**config.mk**
```make
export PLATFORM = sky130hd
export DESIGN_NAME = wildcard_glob_matcher_unit_flat
export DESIGN_NICKNAME = d
export VERILOG_FILES = /design/src/rtl/core/gwm_pkg.sv /design/src/rtl/core/gwm_req_if.sv /design/src/rtl/core/gwm_rsp_if.sv /design/src/rtl/core/gwm_cell.sv /design/src/rtl/core/wildcard_glob_matcher_unit.sv /design/src/flat_wrapper.sv
export SDC_FILE = /design/constraint.sdc
export NUM_CORES = 1
export LEC_CHECK = 0
export BUFFER_PORTS_ARGS = -buffer_cell sky130_fd_sc_hd__buf_2
export CAP_MARGIN = 30
export CORE_UTILIZATION = 65
export DETAILED_ROUTE_END_ITERATION = 8
export GPL_ROUTABILITY_DRIVEN = 0
export HOLD_SLACK_MARGIN = 0.1
export PLACE_DENSITY = 0.93
export SLEW_MARGIN = 20
export SYNTH_ARGS = -nofsm -noshare
export SYNTH_HDL_FRONTEND = slang
export SYNTH_HIERARCHICAL = 1
export SYNTH_SLANG_ARGS = --single-unit
```
**constraint.sdc**
```tcl
create_clock -name clk -period 18.45 [get_ports clk]
set_input_delay 3.69 -clock clk [delete_from_list [all_inputs] [get_ports clk]]
set_output_delay 3.69 -clock clk [all_outputs]
set_load 0.05 [all_outputs]
```
**src/rtl/core/gwm_pkg.sv**
```systemverilog
// package for the wildcard glob matcher: input modes, pattern codes and cell link types
// no dependencies
package gwm_pkg;

    typedef enum logic [1:0] {
        MODE_CLEAR   = 2'd0,
        MODE_APPEND  = 2'd1,
        MODE_SUBJECT = 2'd2,
        MODE_END     = 2'd3
    } mode_t;

    localparam logic [7:0] STAR_CODE  = 8'd42;
    localparam logic [7:0] QMARK_CODE = 8'd63;

    // broadcast from the top level to every cell
    typedef struct packed {
        logic       clear;
        logic       load;
        logic       step;
        logic       fresh;
        logic [7:0] char_code;
    } ctrl_t;

    // handed from one cell to its right-hand neighbor
    typedef struct packed {
        logic start;
        logic match;
        logic carry;
        logic filled;
        logic hit;
    } link_t;

endpackage

```
**src/rtl/core/gwm_req_if.sv**
```systemverilog
// request channel of the glob matcher: mode and character of one input item
// no dependencies
interface gwm_req_if;
    logic       valid;
    logic       ready;
    logic [1:0] mode;
    logic [7:0] char_code;

    modport source (output valid, output mode, output char_code, input ready);
    modport sink (input valid, input mode, input char_code, output ready);
endinterface

```
**src/rtl/core/gwm_rsp_if.sv**
```systemverilog
// result channel of the glob matcher: match verdict and overflow flag of one item
// no dependencies
interface gwm_rsp_if;
    logic valid;
    logic ready;
    logic matched;
    logic pattern_overflow;

    modport source (output valid, output matched, output pattern_overflow, input ready);
    modport sink (input valid, input matched, input pattern_overflow, output ready);
endinterface

```
**src/rtl/core/gwm_cell.sv**
```systemverilog
// one pattern position of the glob matcher: stored character, fill bit, active bit
// depends on gwm_pkg
module gwm_cell
    import gwm_pkg::*;
(
    input  logic  clk,
    input  logic  rst_n,
    input  ctrl_t ctrl,
    input  link_t left,
    output link_t right
);

    logic [7:0] char_reg;
    logic       filled_reg;
    logic       act_reg;
    logic       act_next;
    logic       is_star;
    logic       eff;
    logic       live;

    always_comb
    begin
        is_star      = (char_reg == STAR_CODE);
        eff          = ctrl.fresh ? left.start : act_reg;
        live         = eff & filled_reg;
        act_next     = (live & is_star) | left.match | left.carry;
        right.start  = left.start & filled_reg & is_star;
        right.match  = live & ~is_star &
                       ((char_reg == QMARK_CODE) | (char_reg == ctrl.char_code));
        right.carry  = act_next & filled_reg & is_star;
        right.filled = filled_reg;
        right.hit    = left.hit | (eff & left.filled & ~filled_reg);
    end

    always_ff @(posedge clk or negedge rst_n)
    begin
        if (!rst_n)
        begin
            filled_reg <= 1'b0;
            act_reg    <= 1'b0;
        end
        else
        begin
            if (ctrl.clear)
            begin
                filled_reg <= 1'b0;
            end
            else if (ctrl.load && left.filled && !filled_reg)
            begin
                filled_reg <= 1'b1;
            end
            if (ctrl.step)
            begin
                act_reg <= act_next;
            end
        end
    end

    always_ff @(posedge clk)
    begin
        if (ctrl.load && left.filled && !filled_reg)
        begin
            char_reg <= ctrl.char_code;
        end
    end

endmodule

```
**src/rtl/core/wildcard_glob_matcher_unit.sv**
```systemverilog
// glob matcher top level: a row of PAT_MAX pattern cells plus the final position
// depends on gwm_pkg, gwm_req_if, gwm_rsp_if and gwm_cell
// throughput: one item per cycle of any mode unless an unread result fills the output register;
// each subject byte ripples once along the cell row; an end-of-subject item gives its result in
// the output register in the cycle after it is accepted
// reset: asynchronous active low; empty pattern, no overflow, only the start position active
module wildcard_glob_matcher_unit
    import gwm_pkg::*;
#(
    parameter int PAT_MAX = 32
)
(
    input  logic      clk,
    input  logic      rst_n,
    gwm_req_if.sink   req,
    gwm_rsp_if.source rsp
);

    ctrl_t ctrl;
    link_t link [0:PAT_MAX];
    mode_t mode;
    logic  accept;
    logic  fresh_reg;
    logic  fresh_next;
    logic  ovf_reg;
    logic  ovf_next;
    logic  act_end_reg;
    logic  eff_end;
    logic  hit;
    logic  out_valid_reg;
    logic  out_valid_next;
    logic  matched_reg;
    logic  out_ovf_reg;

    assign req.ready = ~out_valid_reg | rsp.ready;
    assign accept    = req.valid & req.ready;
    assign mode      = mode_t'(req.mode);

    assign link[0] = '{start: 1'b1, match: 1'b0, carry: 1'b0, filled: 1'b1, hit: 1'b0};

    for (genvar i = 0; i < PAT_MAX; i++)
    begin : g_cell
        gwm_cell u_cell (
            .clk   (clk),
            .rst_n (rst_n),
            .ctrl  (ctrl),
            .left  (link[i]),
            .right (link[i + 1])
        );
    end

    always_comb
    begin
        ctrl.clear     = 1'b0;
        ctrl.load      = 1'b0;
        ctrl.step      = 1'b0;
        ctrl.fresh     = fresh_reg;
        ctrl.char_code = req.char_code;
        fresh_next     = fresh_reg;
        ovf_next       = ovf_reg;
        out_valid_next = out_valid_reg & ~rsp.ready;
        eff_end        = fresh_reg ? link[PAT_MAX].start : act_end_reg;
        hit            = link[PAT_MAX].hit | (eff_end & link[PAT_MAX].filled);
        if (accept)
        begin
            unique case (mode)
                MODE_CLEAR:
                begin
                    ctrl.clear = 1'b1;
                    fresh_next = 1'b1;
                    ovf_next   = 1'b0;
                end
                MODE_APPEND:
                begin
                    ctrl.load  = 1'b1;
                    fresh_next = 1'b1;
                    if (link[PAT_MAX].filled)
                    begin
                        ovf_next = 1'b1;
                    end
                end
                MODE_SUBJECT:
                begin
                    ctrl.step  = 1'b1;
                    fresh_next = 1'b0;
                end
                MODE_END:
                begin
                    fresh_next     = 1'b1;
                    out_valid_next = 1'b1;
                end
                default:
                begin
                    fresh_next = fresh_reg;
                end
            endcase
        end
    end

    always_ff @(posedge clk or negedge rst_n)
    begin
        if (!rst_n)
        begin
            fresh_reg     <= 1'b1;
            ovf_reg       <= 1'b0;
            act_end_reg   <= 1'b0;
            out_valid_reg <= 1'b0;
        end
        else
        begin
            fresh_reg     <= fresh_next;
            ovf_reg       <= ovf_next;
            out_valid_reg <= out_valid_next;
            if (ctrl.step)
            begin
                act_end_reg <= link[PAT_MAX].match | link[PAT_MAX].carry;
            end
        end
    end

    always_ff @(posedge clk)
    begin
        if (accept && mode == MODE_END)
        begin
            matched_reg <= hit & ~ovf_reg;
            out_ovf_reg <= ovf_reg;
        end
    end

    assign rsp.valid            = out_valid_reg;
    assign rsp.matched          = matched_reg;
    assign rsp.pattern_overflow = out_ovf_reg;

    a_ovf_needs_full: assert property (@(posedge clk) disable iff (!rst_n)
        ovf_reg |-> link[PAT_MAX].filled)
        else $error("overflow set while the pattern row is not full");

    a_end_restarts: assert property (@(posedge clk) disable iff (!rst_n)
        (accept && mode == MODE_END) |=> (fresh_reg && out_valid_reg))
        else $error("end of subject did not restart or give a result");

    a_match_excludes_ovf: assert property (@(posedge clk) disable iff (!rst_n)
        out_valid_reg |-> !(matched_reg && out_ovf_reg))
        else $error("match reported together with overflow");

    a_subject_clears_fresh: assert property (@(posedge clk) disable iff (!rst_n)
        (accept && mode == MODE_SUBJECT) |=> !fresh_reg)
        else $error("subject byte left the start state in place");

endmodule
```
**src/flat_wrapper.sv**
```systemverilog
// flat-port wrapper written by rule: the top's interface ports become plain ports
module wildcard_glob_matcher_unit_flat import gwm_pkg::*;
#(
    parameter int PAT_MAX = 32
)
  (clk, rst_n, req_valid, req_mode, req_char_code, req_ready, rsp_valid, rsp_matched, rsp_pattern_overflow, rsp_ready);
  gwm_req_if req_i ();
  gwm_rsp_if rsp_i ();
  input  logic clk;
  input  logic rst_n;
  input wire logic [$bits(req_i.valid)-1:0] req_valid;
  input wire logic [$bits(req_i.mode)-1:0] req_mode;
  input wire logic [$bits(req_i.char_code)-1:0] req_char_code;
  output wire logic [$bits(req_i.ready)-1:0] req_ready;
  output wire logic [$bits(rsp_i.valid)-1:0] rsp_valid;
  output wire logic [$bits(rsp_i.matched)-1:0] rsp_matched;
  output wire logic [$bits(rsp_i.pattern_overflow)-1:0] rsp_pattern_overflow;
  input wire logic [$bits(rsp_i.ready)-1:0] rsp_ready;
  assign req_i.valid = req_valid;
  assign req_i.mode = req_mode;
  assign req_i.char_code = req_char_code;
  assign req_ready = req_i.ready;
  assign rsp_valid = rsp_i.valid;
  assign rsp_matched = rsp_i.matched;
  assign rsp_pattern_overflow = rsp_i.pattern_overflow;
  assign rsp_i.ready = rsp_ready;
  wildcard_glob_matcher_unit #(.PAT_MAX(PAT_MAX)) u_core (.clk(clk), .rst_n(rst_n), .req(req_i), .rsp(rsp_i));
endmodule
```
==> metrics.sh <==
START_UTIL=0.6629
FLOORPLAN.DIE_AREA_SQ_UM=27230
VIASPERCELL=6.424
GRT_USAGE=0.2998
FINAL_PERIOD_DEMAND_OF_THE_WORST_PATH_NS=13.57
SYNTH.AVG_CELL_AREA_SQ_UM=11.28
GRT_USE_MET2=0.5242
DETAILEDROUTE.FIRSTITERATIONVIOLATIONS=1280
SYNTHTOLAYOUTAREAGROWTH_PCT=8.880
POWER.SHARE.SEQUENTIAL=0.518
UPPER_CLOCK_FREQUENCY_LIMIT_GHz=0.07370
RR_STARTPOINT='u_core/g_cell[0].u_cell/char_reg[3]$_DFFE_PP_'
MAX-CAP-VIOLATIONS=0
DETAIL_ROUTE.WIRELENGTH_UM=40370
DRT_FIRST_PASS_ITERS=6
N_ANTENNA_CELL=0
SYNTH.YOSYS.WARNINGS=6
NUMCTSBUFFERS=35
SHARE_CLK_OF_TOTAL_POWER=0.414
DIE_WIDTH_UM=165.0
CORE_REGION_AREA_SQ_UM=26060
CRIT_FANOUT=31
CLOCK_SINKS=326
GRT_SETUP_UNREPAIRED='false'
SYNTH.TOP_CELLS.BY_COUNT='sky130_fd_sc_hd__edfxtp_1 (258), sky130_fd_sc_hd__xnor2_1 (256), sky130_fd_sc_hd__nor2_1 (195)'
POST_CTS_BUFFERS=0
FINISH.NET_COUNT=1592
CRITPATHREQUIREDTIME_NS=18.84
H-TREE-DEPTH=2
SETUP.WORST_PATH.START='req_char_code[4]'
REPORT.FINAL.SETUP_VIOL=0
SYNTH_ENABLE_FLOP_CELLS=258
WORST_SETUP_PATH_ENDPOINT='u_core/g_cell[31].u_cell/act_reg$_DFFE_PN0P_'
GLOBALROUTEMET1UTIL=0.3561
YS_TOP_CELLS_BY_AREA='sky130_fd_sc_hd__edfxtp_1 (45%), sky130_fd_sc_hd__xnor2_1 (13%), sky130_fd_sc_hd__dfrtp_1 (9.7%)'
TRITONCTS='built'
RR_WORST_DEPTH=67
TOP_USAGE_LAYER='met2'
ASYNC_RESET_FF_FRAC=0.2086
YS_SEQ_ELEMENTS=326
POST-SYNTH-TOP-AREA-FRACTION=0.4485
POST_CTS_HOLD_BUFFER_COUNT=0
DRT_DRC_VIOLATIONS_LEFT=0
FINALHOLDVIOLATIONS=0
POWER_REPORT.INTERNAL_TOTAL_mW=1.218
REPORT.FINAL.SLEW_VIOL_COUNT=0
ROUTED_WIRE_LENGTH_PER_INSTANCE_UM=20.84
TIMING.RR.END='u_core/g_cell[31].u_cell/act_reg$_DFFE_PN0P_'
DR_TOTAL_VIAS=12444
SYNTH_FLOP_CELL='sky130_fd_sc_hd__edfxtp_1'
CTS-RESIZED-GATES=0
IOS=18
SYNTH_AREA_SQ_UM=17280
PLACEMENTROWS=59
WORST_IR_DROP_VDD_mV=0.1008
LARGEST_REGISTER_FFS=256
TIMING.SETUP.TNS_NS=0
FIRST_GLOBAL_VIAS=12915
GRT_ANTENNA_BEFORE_REPAIR=0
GRT_UTIL_MET3=0.05173
LEFTOVER_OVERFLOW_AT_THE_END_OF_GLOBAL_ROUTING=0
SYNTH_CELL_TYPES=31
WORST-SETUP-PATH-TYPE='input pin to flip-flop'
WORSTHOLDPATHTYPE='flip-flop to flip-flop'
YOSYSTOPAREACELL='sky130_fd_sc_hd__edfxtp_1'
MAX-CLOCK-PATH-BUFFERS=3
CPPEAKSTAGEDELAY_NS=0.44
CLK-INSERTION-DELAY-LATE_NS=0.51
DRIVE_ABOVE_1_SHARE=0.09488
RUN_STATUS='complete, no violations'
SYNTH.MOST_COMMON_CELL='sky130_fd_sc_hd__edfxtp_1'
LEAKAGEPOWER_nW=6.052
ARRIVAL_NS=13.96
FINAL_MIN_PERIOD_OVER_CLOCK_PERIOD=0.7354
CP_DOMINANT_CELL_BY_COUNT='sky130_fd_sc_hd__nor2_1'
TIMING.REG2REG.SETUP_SLACK_NS=7.90
CHIPHEIGHT_UM=165.0
CP-START-KIND='input pin'
HOLDWS_NS=0.4815
FINALCLOCKSKEW_NS=0.03030
POWER.COMBINATIONAL.FRACTION=0.069
GRT_PASS1_WL_UM=63470
SWITCHINGPOWER_mW=0.3547
POWER_DENSITY_nW_PER_UM2=83.61
RELSLEWSLACK=0.4551
CTS-ROOT-BUF='sky130_fd_sc_hd__clkbuf_16'
YOSYSSEQAREASHARE=0.5470
PATH_CLK_SLEW_NS=0.06
SWSHARE=0.2256
DRT.ANTENNA.VIOLATING_NETS=0
DP.FINAL_HPWL_UM=24460
TOTALPOWERFINAL_mW=1.573
WORST_SETUP_PATH_END_KIND='flip-flop'
SYNTH_CELLS=1532
PORT-BUFFER-COUNT=17
CP_SLOWEST_CELL='sky130_fd_sc_hd__buf_4'
TIGHTESTPINTRANSITION_NS=0.8173
HOLDPATHSTAGES=0
GRT_MAX_DEGREE=69
[per-stage QoR]
stage / worst slack, ns / area [sq um] / utilization / cells
global placement: 5.419 / 17710 / 0.6796 / 1874
finish: 4.882 / 18810 / 0.7218 / 1937
CTS: 5.206 / 18780 / 0.7207 / 1936
floorplan: 7.110 / 17290 / - / 1537
detailed placement: 4.966 / 17740 / 0.6807 / 1875
global route: 3.989 / 18810 / 0.7218 / 1937
[area by class of cell]
type,instances,area [sq um]
Sequential cell,326,9454
Fill cell,1561,7249
Multi-Input combinational cell,1080,7242
Clock buffer,51,965.9
Tap cell,335,419.2
Inverter,99,371.6
Timing Repair Buffer,36,277.8
Clock inverter,10,78.83
[critical path, delay by kind of cell]
family                 cells  cell delay, ns
AND/OR/NAND/NOR           33            5.91
buffers and inverters      2            0.51
AO/OA/AOI/OAI             34            3.66
XOR/XNOR                   1            0.14
[per-layer routing]
metal / part of all wire / up-vias
li1: - / 5570
met1: 0.38 / 6053
met2: 0.51 / 655
met3: 0.074 / 166
met4: 0.039 / 0
met5: 0 / -
[cell families after synthesis]
| group | Yosys count | synth area share |
|---|---|---|
| DFF | 326 | 0.5470 |
| and+or+nand+nor | 524 | 0.1666 |
| xor gates and xnor gates | 256 | 0.1298 |
| muxes | 34 | 0.01977 |
| other | 2 | 0.0004347 |
| buffers and inverters | 131 | 0.03542 |
| AOI/OAI and AO/OA | 259 | 0.1010 |
[layout by cell type, fill, tap and decap left out, types with 21 or more instances in the layout]
master / n
sky130_fd_sc_hd__inv_1: 98
sky130_fd_sc_hd__nand2b_1: 64
sky130_fd_sc_hd__buf_4: 21
sky130_fd_sc_hd__o21ai_1: 32
sky130_fd_sc_hd__a21oi_1: 97
sky130_fd_sc_hd__o21ai_0: 32
sky130_fd_sc_hd__nor4_1: 32
sky130_fd_sc_hd__mux2i_1: 33
sky130_fd_sc_hd__edfxtp_1: 258
sky130_fd_sc_hd__dfrtp_1: 67
sky130_fd_sc_hd__or3b_4: 32
sky130_fd_sc_hd__nand2_1: 66
sky130_fd_sc_hd__nand3_1: 33
sky130_fd_sc_hd__o31ai_2: 32
sky130_fd_sc_hd__a22o_1: 32
sky130_fd_sc_hd__clkbuf_16: 35
sky130_fd_sc_hd__nor2_1: 195
sky130_fd_sc_hd__xnor2_1: 256
sky130_fd_sc_hd__or4b_1: 32
sky130_fd_sc_hd__nand4_1: 64
sky130_fd_sc_hd__o21bai_1: 32
[how the worst min path moves through the flow]
stage / startpoint / to / slack (ns)
after global routing: u_core/ovf_reg$_DFFE_PN0P_ / u_core/rsp.pattern_overflow$_DFFE_PP_ / 0.50
after detailed placement: u_core/ovf_reg$_DFFE_PN0P_ / u_core/rsp.pattern_overflow$_DFFE_PP_ / 0.48
after CTS: u_core/ovf_reg$_DFFE_PN0P_ / u_core/rsp.pattern_overflow$_DFFE_PP_ / 0.49
final: u_core/ovf_reg$_DFFE_PN0P_ / u_core/rsp.pattern_overflow$_DFFE_PP_ / 0.48
after floorplan: u_core/ovf_reg$_DFFE_PN0P_ / u_core/rsp.pattern_overflow$_DFFE_PP_ / 0.45
after global placement: u_core/ovf_reg$_DFFE_PN0P_ / u_core/rsp.pattern_overflow$_DFFE_PP_ / 0.46
[power by group through the flow]
stage / Clock (mW) / Sequential, mW / Combinational, mW
6_report: 0.650 / 0.814 / 0.108
5_1_grt: 0.687 / 0.815 / 0.115
4_1_cts: 0.656 / 0.814 / 0.106
3_5_place_dp: 0 / 0.829 / 0.103
3_3_place_gp: 0 / 0.828 / 0.0983
2_1_floorplan: 0 / 0.827 / 0.0624
Note: power is estimated with default switching activity, not from simulation.
